--- config.mk ---
export PLATFORM = sky130hd
export DESIGN_NAME = dct_idct_8x8_2d
export DESIGN_NICKNAME = d
export VERILOG_FILES = /design/src/design/ddct_pkg.sv /design/src/design/ddct_ram.sv /design/src/design/ddct_mac.sv /design/src/design/dct_idct_8x8_2d.sv
export SDC_FILE = /design/constraint.sdc
export NUM_CORES = 2
export LEC_CHECK = 0
export BUFFER_PORTS_ARGS = -buffer_cell sky130_fd_sc_hd__buf_2
export CAP_MARGIN = 15
export CORE_MARGIN = 10
export CORE_UTILIZATION = 50
export DETAILED_ROUTE_END_ITERATION = 10
export PLACE_DENSITY_LB_ADDON = 0.2
export REMOVE_ABC_BUFFERS = 1
export SLEW_MARGIN = 10
export SYNTH_ARGS = -nofsm -noshare
export SYNTH_HDL_FRONTEND = slang
export SYNTH_HIERARCHICAL = 1
export SYNTH_SLANG_ARGS = --single-unit
--- constraint.sdc ---
create_clock -name clk -period 31.3 [get_ports clk]
set_input_delay 3.13 -clock clk [delete_from_list [all_inputs] [get_ports clk]]
set_output_delay 3.13 -clock clk [all_outputs]
set_load 0.02 [all_outputs]
--- src/design/ddct_pkg.sv ---
// Package with the types, constants and cosine weight function of the 8x8 DCT block.
`default_nettype none

package ddct_pkg;

    localparam int SIDE_BITS = 3;
    localparam int CELL_BITS = 6;
    localparam int SAMPLE_W  = 16;
    localparam int WEIGHT_W  = 16;
    localparam int PAIR_W    = 28;
    localparam int PROD_W    = 44;
    localparam int ACC_W     = 50;
    localparam int DROP_BITS = 28;

    typedef logic signed [SAMPLE_W-1:0] sample_t;
    typedef logic signed [WEIGHT_W-1:0] weight_t;

    // One multiply-accumulate request from the sequencer.
    typedef struct packed {
        logic    valid;
        logic    first;
        logic    last;
        weight_t w1;
        weight_t w2;
    } mac_issue_t;

    // Weight W[u][x] = alpha(u) * cos((2x+1) u pi / 16) in Q1.14.
    function automatic weight_t weight(input logic [SIDE_BITS-1:0] u,
                                       input logic [SIDE_BITS-1:0] x);
        logic [6:0] prod;
        logic [4:0] m;
        logic       neg;
        logic [13:0] mag;
        prod = {x, 1'b1} * u;
        m    = prod[4:0];
        neg  = 1'b0;
        if (m > 5'd16)
            m = 5'd0 - m;
        if (m > 5'd8)
        begin
            neg = 1'b1;
            m   = 5'd16 - m;
        end
        case (m)
            5'd0:    mag = 14'd8192;
            5'd1:    mag = 14'd8035;
            5'd2:    mag = 14'd7568;
            5'd3:    mag = 14'd6811;
            5'd4:    mag = 14'd5793;
            5'd5:    mag = 14'd4551;
            5'd6:    mag = 14'd3135;
            5'd7:    mag = 14'd1598;
            default: mag = 14'd0;
        endcase
        // The DC row uses alpha(0) = sqrt(1/8).
        if (u == '0)
            mag = 14'd5793;
        return neg ? -weight_t'({2'b00, mag}) : weight_t'({2'b00, mag});
    endfunction

endpackage

`default_nettype wire

--- src/design/ddct_ram.sv ---
// Generic single-write, single-read synchronous RAM with a registered read.
`default_nettype none

module ddct_ram #(
    parameter int WIDTH = 16,
    parameter int DEPTH = 64
) (
    input  wire logic                     clk,
    input  wire logic                     we,
    input  wire logic [$clog2(DEPTH)-1:0] waddr,
    input  wire logic [WIDTH-1:0]         wdata,
    input  wire logic [$clog2(DEPTH)-1:0] raddr,
    output logic      [WIDTH-1:0]         rdata
);

    logic [WIDTH-1:0] mem [DEPTH];

    // Write port and registered read port.
    always_ff @(posedge clk)
    begin
        if (we)
            mem[waddr] <= wdata;
        rdata <= mem[raddr];
    end

endmodule

`default_nettype wire

--- src/design/ddct_mac.sv ---
// Pipelined multiply-accumulate unit with final rounding and saturation.
`default_nettype none

module ddct_mac
    import ddct_pkg::*;
(
    input  wire logic       clk,
    input  wire logic       rst_n,
    input  wire mac_issue_t issue,
    input  wire sample_t    sample,
    output logic            done,
    output sample_t         result
);

    logic                     s1_v_reg, s1_first_reg, s1_last_reg;
    logic signed [PAIR_W-1:0] ww_reg;
    logic                     s2_v_reg, s2_first_reg, s2_last_reg;
    logic signed [PROD_W-1:0] prod_reg;
    logic signed [ACC_W-1:0]  acc_reg;
    logic                     fin_reg, done_reg;
    sample_t                  res_reg;

    logic signed [31:0]       ww_next;
    logic signed [ACC_W-1:0]  acc_next;
    logic        [ACC_W-1:0]  mag;
    logic        [ACC_W-1:0]  rnd;
    logic        [ACC_W-DROP_BITS-1:0] r;
    sample_t                  res_next;

    assign ww_next  = 32'(issue.w1) * 32'(issue.w2);
    assign acc_next = s2_first_reg ? ACC_W'(prod_reg) : acc_reg + ACC_W'(prod_reg);

    // Round to nearest, ties away from zero, then saturate.
    always_comb
    begin
        mag = acc_reg[ACC_W-1] ? ACC_W'(-acc_reg) : ACC_W'(acc_reg);
        rnd = mag + (ACC_W'(1) << (DROP_BITS - 1));
        r   = rnd[ACC_W-1:DROP_BITS];
        if (acc_reg[ACC_W-1])
            res_next = (r > (ACC_W-DROP_BITS)'(32768)) ? sample_t'(-32768)
                                                        : sample_t'(-r[SAMPLE_W-1:0]);
        else
            res_next = (r > (ACC_W-DROP_BITS)'(32767)) ? sample_t'(32767)
                                                        : sample_t'(r[SAMPLE_W-1:0]);
    end

    // Control flags of the pipeline.
    always_ff @(posedge clk or negedge rst_n)
    begin
        if (!rst_n)
        begin
            s1_v_reg <= 1'b0;
            s2_v_reg <= 1'b0;
            fin_reg  <= 1'b0;
            done_reg <= 1'b0;
        end
        else
        begin
            s1_v_reg <= issue.valid;
            s2_v_reg <= s1_v_reg;
            fin_reg  <= s2_v_reg && s2_last_reg;
            done_reg <= fin_reg;
        end
    end

    // Weight pair product, sample product, accumulation and result.
    always_ff @(posedge clk)
    begin
        s1_first_reg <= issue.first;
        s1_last_reg  <= issue.last;
        ww_reg       <= ww_next[PAIR_W-1:0];
        s2_first_reg <= s1_first_reg;
        s2_last_reg  <= s1_last_reg;
        prod_reg     <= PROD_W'(sample) * PROD_W'(ww_reg);
        if (s2_v_reg)
            acc_reg <= acc_next;
        if (fin_reg)
            res_reg <= res_next;
    end

    assign done   = done_reg;
    assign result = res_reg;

endmodule

`default_nettype wire

--- src/design/dct_idct_8x8_2d.sv ---
// Top level of the 8x8 forward/inverse orthonormal 2-D DCT block.
// Samples of a block are taken one per cycle while s_tvalid is high, in raster
// order, and stored in a sample memory. The block then takes no input while it
// produces the 64 results in raster order: each result is a 64-term sum computed
// by one shared multiply-accumulate pipeline that reads the sample memory one
// word per cycle; a result takes the issue of its 64 terms, the pipeline drain
// and the output state, plus the wait for its transfer. The mode register is
// taken when the last sample of a block arrives; m_tlast marks the 64th result.
`default_nettype none

module dct_idct_8x8_2d
    import ddct_pkg::*;
(
    input  wire logic        clk,
    input  wire logic        rst_n,
    input  wire logic        s_tvalid,
    output logic             s_tready,
    input  wire logic [15:0] s_tdata,   // [15:0] sample_value
    output logic             m_tvalid,
    input  wire logic        m_tready,
    output logic      [15:0] m_tdata,   // [15:0] result_value
    output logic             m_tlast,
    input  wire logic        cfg_valid,
    output logic             cfg_ready,
    input  wire logic [0:0]  cfg_data   // [0] mode
);

    localparam logic [1:0] ST_LOAD  = 2'd0;
    localparam logic [1:0] ST_CALC  = 2'd1;
    localparam logic [1:0] ST_DRAIN = 2'd2;
    localparam logic [1:0] ST_OUT   = 2'd3;

    logic [1:0]           state_reg, state_next;
    logic [CELL_BITS-1:0] ld_cnt_reg, pq_reg, ab_reg;
    logic                 mode_reg, blk_mode_reg;
    sample_t              out_reg;
    logic [SAMPLE_W-1:0]  rdata;
    mac_issue_t           issue;
    logic                 mac_done;
    sample_t              mac_result;
    logic                 in_xfer, out_xfer;

    logic [SIDE_BITS-1:0] p, q, a, b;

    assign s_tready  = (state_reg == ST_LOAD);
    assign cfg_ready = 1'b1;
    assign in_xfer   = s_tvalid && s_tready;
    assign out_xfer  = m_tvalid && m_tready;
    assign m_tvalid  = (state_reg == ST_OUT);
    assign m_tdata   = out_reg;
    assign m_tlast   = (pq_reg == '1);

    assign p = pq_reg[CELL_BITS-1:SIDE_BITS];
    assign q = pq_reg[SIDE_BITS-1:0];
    assign a = ab_reg[CELL_BITS-1:SIDE_BITS];
    assign b = ab_reg[SIDE_BITS-1:0];

    // Issue one term per cycle while computing.
    always_comb
    begin
        issue.valid = (state_reg == ST_CALC);
        issue.first = (ab_reg == '0);
        issue.last  = (ab_reg == '1);
        issue.w1    = blk_mode_reg ? weight(a, p) : weight(p, a);
        issue.w2    = blk_mode_reg ? weight(b, q) : weight(q, b);
    end

    // Sequencer next state.
    always_comb
    begin
        state_next = state_reg;
        case (state_reg)
            ST_LOAD:  if (in_xfer && ld_cnt_reg == '1) state_next = ST_CALC;
            ST_CALC:  if (ab_reg == '1) state_next = ST_DRAIN;
            ST_DRAIN: if (mac_done) state_next = ST_OUT;
            ST_OUT:   if (out_xfer) state_next = (pq_reg == '1) ? ST_LOAD : ST_CALC;
            default:  state_next = ST_LOAD;
        endcase
    end

    // Control registers.
    always_ff @(posedge clk or negedge rst_n)
    begin
        if (!rst_n)
        begin
            state_reg    <= ST_LOAD;
            ld_cnt_reg   <= '0;
            pq_reg       <= '0;
            ab_reg       <= '0;
            mode_reg     <= 1'b0;
            blk_mode_reg <= 1'b0;
        end
        else
        begin
            state_reg <= state_next;
            if (cfg_valid && cfg_ready)
                mode_reg <= cfg_data[0];
            if (in_xfer)
                ld_cnt_reg <= ld_cnt_reg + CELL_BITS'(1);
            if (in_xfer && ld_cnt_reg == '1)
                blk_mode_reg <= mode_reg;
            if (state_reg == ST_CALC)
                ab_reg <= ab_reg + CELL_BITS'(1);
            if (out_xfer)
                pq_reg <= pq_reg + CELL_BITS'(1);
        end
    end

    // Output holding register.
    always_ff @(posedge clk)
    begin
        if (state_reg == ST_DRAIN && mac_done)
            out_reg <= mac_result;
    end

    ddct_ram #(
        .WIDTH(SAMPLE_W),
        .DEPTH(64)
    ) u_sample_ram (
        .clk  (clk),
        .we   (in_xfer),
        .waddr(ld_cnt_reg),
        .wdata(s_tdata),
        .raddr(ab_reg),
        .rdata(rdata)
    );

    ddct_mac u_mac (
        .clk   (clk),
        .rst_n (rst_n),
        .issue (issue),
        .sample(sample_t'(rdata)),
        .done  (mac_done),
        .result(mac_result)
    );

endmodule

`default_nettype wire

* Word-level counts from Yosys, hierarchy flattened
Memories as Yosys holds them, arrays and structs flattened. A register that Yosys moved wholly into a read port is not among the register bits.
Cells that the tools add are included.
Widths: inputs -> output; s select.
** Operators by class
- Add/sub/neg operators :: 19
- Multipliers :: 6
- Magnitude comparators :: 10
- Eq/ne operators :: 10
- Muxes and demuxes :: 39
- Reductions and logical operators :: 16
** Operators by type and width (number)
- $mux 16 :: 9
- $mux 14 :: 8
- $mux 50 :: 2
- $neg 14->16 :: 4
- $add 50x28->50 const B :: 1
- $add 50x44->50 :: 1
- $neg 50->50 :: 1
- $mul 16x28->44 :: 1
- $mux 5 :: 8
- $mul 16x16->28 :: 1
- $gt 22x15->1 const B :: 1
- $gt 22x16->1 const B :: 1
- $gt 5x4->1 const B :: 4
- $gt 5x5->1 const B :: 4
- $mul 4x3->5 :: 4
- $sub 1x5->5 const A :: 4
- $sub 5x5->5 const A :: 4
- $add 6x1->6 const B :: 3
- $eq 6x6->1 const B :: 3
- $neg 16->16 :: 1
- $logic_not 3->1 :: 4
- $logic_not 2->1 :: 5
- $mux 2 :: 4
- $pmux 2 s4 :: 1
- other kinds (8) :: 21
** Word-level totals
- Flip-flop bits (word level) :: 184
- Bits in writable memories :: 1024
- ROM bits :: 448
- Bits of input ports :: 22
- Output and inout bits :: 20
- Word-level logic and storage cells :: 124
- Memories :: 5
** Memories
- u_sample_ram.mem :: words 64, width 16, read ports 1, clocked after memory_dff 1, wr ports 1, line ddct_ram.sv:16 : logic [WIDTH-1:0] mem [DEPTH];
- (name not given) :: words 8, width 14, read ports 1, clocked after memory_dff 0, wr ports 0, line ddct_pkg.sv:44 : case (m)
- (name not given) :: words 8, width 14, read ports 1, clocked after memory_dff 0, wr ports 0, line ddct_pkg.sv:44
- (name not given) :: words 8, width 14, read ports 1, clocked after memory_dff 0, wr ports 0, line ddct_pkg.sv:44
- (name not given) :: words 8, width 14, read ports 1, clocked after memory_dff 0, wr ports 0, line ddct_pkg.sv:44

* Depth between registers and ports, before layout
- Word-level depth :: 12
- Gate-level depth with buffers :: 55
- Gate-level depth less buffers :: 50

* Modules after synthesis
Netlist, hierarchy kept.
** Modules (own cells, without submodules)
- ddct_ram :: times used 1, cells each 1829, area each 40042.2 µm²
- ddct_mac :: times used 1, cells each 3709, area each 33168.1 µm²
- dct_idct_8x8_2d :: times used 1, cells each 759, area each 5960.7 µm²

* Worst setup path after synthesis
Ideal clock, no wire load.
- Kind :: reg-to-reg
- Start point :: register ab_reg[3]
- End point :: register u_mac.ww_reg[24]
- Setup time :: 0.127 ns
- Arrival time :: 11.565 ns
- Required time :: 31.173 ns
- Slack :: 19.607 ns
- Cell stages (with the launch flop) :: 50
- Path buffers :: 4
- Cells stage by stage :: dfrtp_1 -> clkbuf_1 -> clkbuf_1 -> nand2_1 -> fa_1 -> inv_1 -> fa_1 -> xnor2_1 -> xnor3_2 -> nand2_1 -> mux2_2 -> inv_1 -> ha_1 -> clkbuf_1 -> a21oi_1 -> a311o_1 -> nand3_2 -> mux2i_4 -> (+14 left out) -> fa_1 -> inv_1 -> fa_1 -> inv_1 -> fa_1 -> inv_1 -> fa_1 -> inv_1 -> fa_1 -> ha_1 -> or3_1 -> a211oi_1 -> o31ai_1 -> o41ai_1 -> o21ai_0 -> nor4_1 -> nor3_1 -> xor2_1
** RTL lines
- start: declaration :: line dct_idct_8x8_2d.sv:34 : logic [CELL_BITS-1:0] ld_cnt_reg, pq_reg, ab_reg;
- start signal: assignment :: line dct_idct_8x8_2d.sv:103 : ab_reg <= ab_reg + CELL_BITS'(1);
- end signal: assignment :: line ddct_mac.sv:71 : ww_reg <= ww_next[PAIR_W-1:0];
- end: declaration :: line ddct_mac.sv:16 : logic signed [PAIR_W-1:0] ww_reg;

==> run summary <==
Synthesis produced a netlist whose cell count is roughly 6300. The number of synthesized flops with an enable pin is 1106. The number of sinks on the clock net is 1224.

The final antenna-violating net count came out at 0. The number of iterations in the first detailed-routing pass came out at 6. Global routing consumed, over all layers together, between 20% and 30% of the routing resources.

The number of resized instances in the post-cts repair step is 0. The synthesis-to-layout area growth came out at 8.57%. The shortest clock period the worst path allows after layout came out at ~13 ns. The congestion estimate from routability-driven global placement came to between 0.8 and 0.9. The clock root buffer is clkbuf_16. The largest stage delay on the critical path came out at between 0.7 and 0.8 ns. The worst-case clock buffer depth is 3. The clock insertion delay at the later pin of the skew report is slightly below 0.8 ns.

The clock buffer count from CTS is between 100 and 150. The largest individual stage delay along the critical path comes from the cell dfrtp_1. At the pin with the least slew margin, the transition time is about 1.2 ns. The total global routing overflow came out at 0.

STA puts the critical path data arrival time at about 13 ns. The floorplan step defined a die boundary enclosing around 170000 µm². The cell type with the highest occurrence count on the critical path is fa_1. The net total in the final layout is 7268.

The flip-flop count of the largest register, all copies and words added is a little over 1000. Setup violations remaining at the end of the flow were counted as 0. The fraction of registers with async set or reset after synthesis is 2.12%.

Each instance of the synthesized netlist takes up on average roughly 13 µm². The number of ports placed on the die boundary is 42. Setup repair after global routing left no endpoint under its margin. The TritonCTS clock tree is yes. The count of endpoints failing hold in the final timing report is 0. After detailed routing, the average wire length per cell comes to roughly 22 µm. The headroom to the max-slew limit is around a fifth. The flow ran to the end, and the final reports show no timing, DRC or antenna violations. The number of global-route vias before repair came out at slightly above 50000. The die width is around 420 µm.

The library cells used most frequently in the layout, excluding fill and tap cells, are edfxtp_1 (1106), inv_1 (848), fa_1 (666). The number of max-cap violations came out at 0. The number of warning messages in the yosys log is 6.

The number of antenna violations at the first check in global routing came out at 4. The maximum level of the CTS H-tree is 4. Adding up every negative setup slack in the final design gives 0 ns.

The required arrival time at the worst endpoint is around 32 ns. Detailed placement finished with a half-perimeter wire length of around 130000 µm. The path class of the tightest hold or removal check is flop to flop. The number of hold buffers added after CTS was 0. The clock skew is approximately 0.063 ns. The total number of vias came out at 48600.

The critical path is of the flop to flop type. The worst setup path is launched from a flop. The number of buffers inserted by post-CTS setup repair is 0. The overall die height is 418 µm. The number of distinct library cell variants in the gate-level netlist after synthesis is 127. The share of the clock period used by the worst path after layout is approximately two fifths. The timing-limited maximum frequency is a little under 80 MHz. The number of I/O port buffers is 40. In this run the core area contains 145 standard-cell rows.

The clock-pin transition on the worst setup and hold timing paths is approximately 0.06 ns. The first global-routing pass estimated a little under 300000 µm of wire. The number of max-slew violations in the final report is 0.

The remaining routing DRC violations is 0. The initial DRC count is between 4000 and 5000. The number of synthesized register bits is around 1200. The proportion of synthesized chip area in sequential cells came out at a little under half. The count of filler cells inserted in the layout came out at about 13000. Leaving out fill and tap cells, the most frequent cell in the layout is edfxtp_1. The routed design has ~190000 µm of wire. STA classifies the critical path endpoint as a flop. The initial core utilization is 50.5%. The vias per cell came out at 5.74.

The core outline area is roughly 160000 µm². The share of layout cells above drive strength 1 came out at between 10 and 15%. Entering global routing, the biggest net connects 96 pins.

The dominant register cell in the synthesized netlist is edfxtp_1. The post-synth design cell area came out at between 70000 and 80000 µm². The top fanout value on the critical path came out at 19. The number of diodes came out at 0.
[layer usage]
metal	vias up	part of all wire [%]	GRT usage, %
met2	1573	48	35.8
met3	240	6.5	3.46
met4	4	2.1	5.15
li1	21800	-	-
met1	25000	43	30.1
met5	-	0.013	0
[metrics by stage]
step / worst slack, ns / cell area (µm²) / cells / util, % / hold slack [ns]
after floorplan: 10.68 / 77700 / 6006 / - / 0.310
after global placement: 19.02 / 81500 / 8233 / 52.0 / 0.312
after detailed placement: 18.79 / 81500 / 8234 / 52.0 / 0.315
after CTS: 18.70 / 85900 / 8466 / 54.8 / 0.339
after global routing: 17.59 / 86000 / 8467 / 54.8 / 0.342
final: 18.65 / 86000 / 8467 / 54.8 / 0.336
[final timing paths]
| kind | from | to | slack, ns | depth (start not counted) |
|---|---|---|---|---|
| worst max-delay path | pq_reg[3] | u_mac/ww_reg[24] | 18.65 | 46 |
| worst min-delay path | u_mac/s1_last_reg | u_mac/s2_last_reg | 0.34 | 0 |
| worst max register to register | pq_reg[3] | u_mac/ww_reg[24] | 18.65 | 46 |
| worst min register to register | u_mac/s1_last_reg | u_mac/s2_last_reg | 0.34 | 0 |
| max in group asynchronous | rst_n | ab_reg[2] | 28.06 | 1 |
| min in group asynchronous | rst_n | ld_cnt_reg[4] | 2.51 | 1 |
[cell usage after synthesis, types with 98 or more instances]
master,number,share of area (%)
ha_1,270,4.3
nand2_1,652,3.1
mux2i_1,121,1.5
nor2_1,239,1.1
a21oi_1,185,1.2
and2_1,294,2.3
fa_1,666,17
edfxtp_1,1106,42
xnor2_1,147,1.6
inv_1,848,4.0
mux4_2,220,6.3
o21ai_0,145,0.92
nand3_1,98,0.62
clkbuf_1,183,0.87
[cell type report]
| class | instances | area (µm²) | area share, % |
|---|---|---|---|
| clock buffer | 166 | 3500 | 4.07 |
| clock inverter | 66 | 895 | 1.04 |
| inverter | 852 | 3210 | 3.73 |
| multi-input combinational | 3930 | 38800 | 45.2 |
| sequential | 1224 | 35700 | 41.6 |
| tap | 2058 | 2570 | 3.00 |
| timing repair buffer | 171 | 1220 | 1.42 |
[cell families after synthesis]
| family | Yosys count | synth area share (%) |
|---|---|---|
| simple gates | 1600 | 9.81 |
| flops | 1224 | 45.1 |
| buf+inv | 1143 | 5.96 |
| fa+ha+maj | 937 | 21.1 |
| compound gates | 775 | 6.72 |
| mux | 385 | 8.52 |
| xor+xnor | 232 | 2.77 |
| other cells | 1 | 0.00474 |
[worst max-delay path, delay by kind of cell, from the launching register on]
kind / cells / cell delay (ns)
buffers and inverters: 8 / 1.07
adder cells (fa/ha/maj): 12 / 5.03
XOR/XNOR: 3 / 0.49
flip-flops: 1 / 0.75
AND/OR/NAND/NOR: 12 / 2.33
AO/OA/AOI/OAI: 9 / 2.31
multiplexers: 2 / 0.50
Power is not shown: default switching activity piles up to over one toggle a cycle in this logic, so the estimate is an artifact.
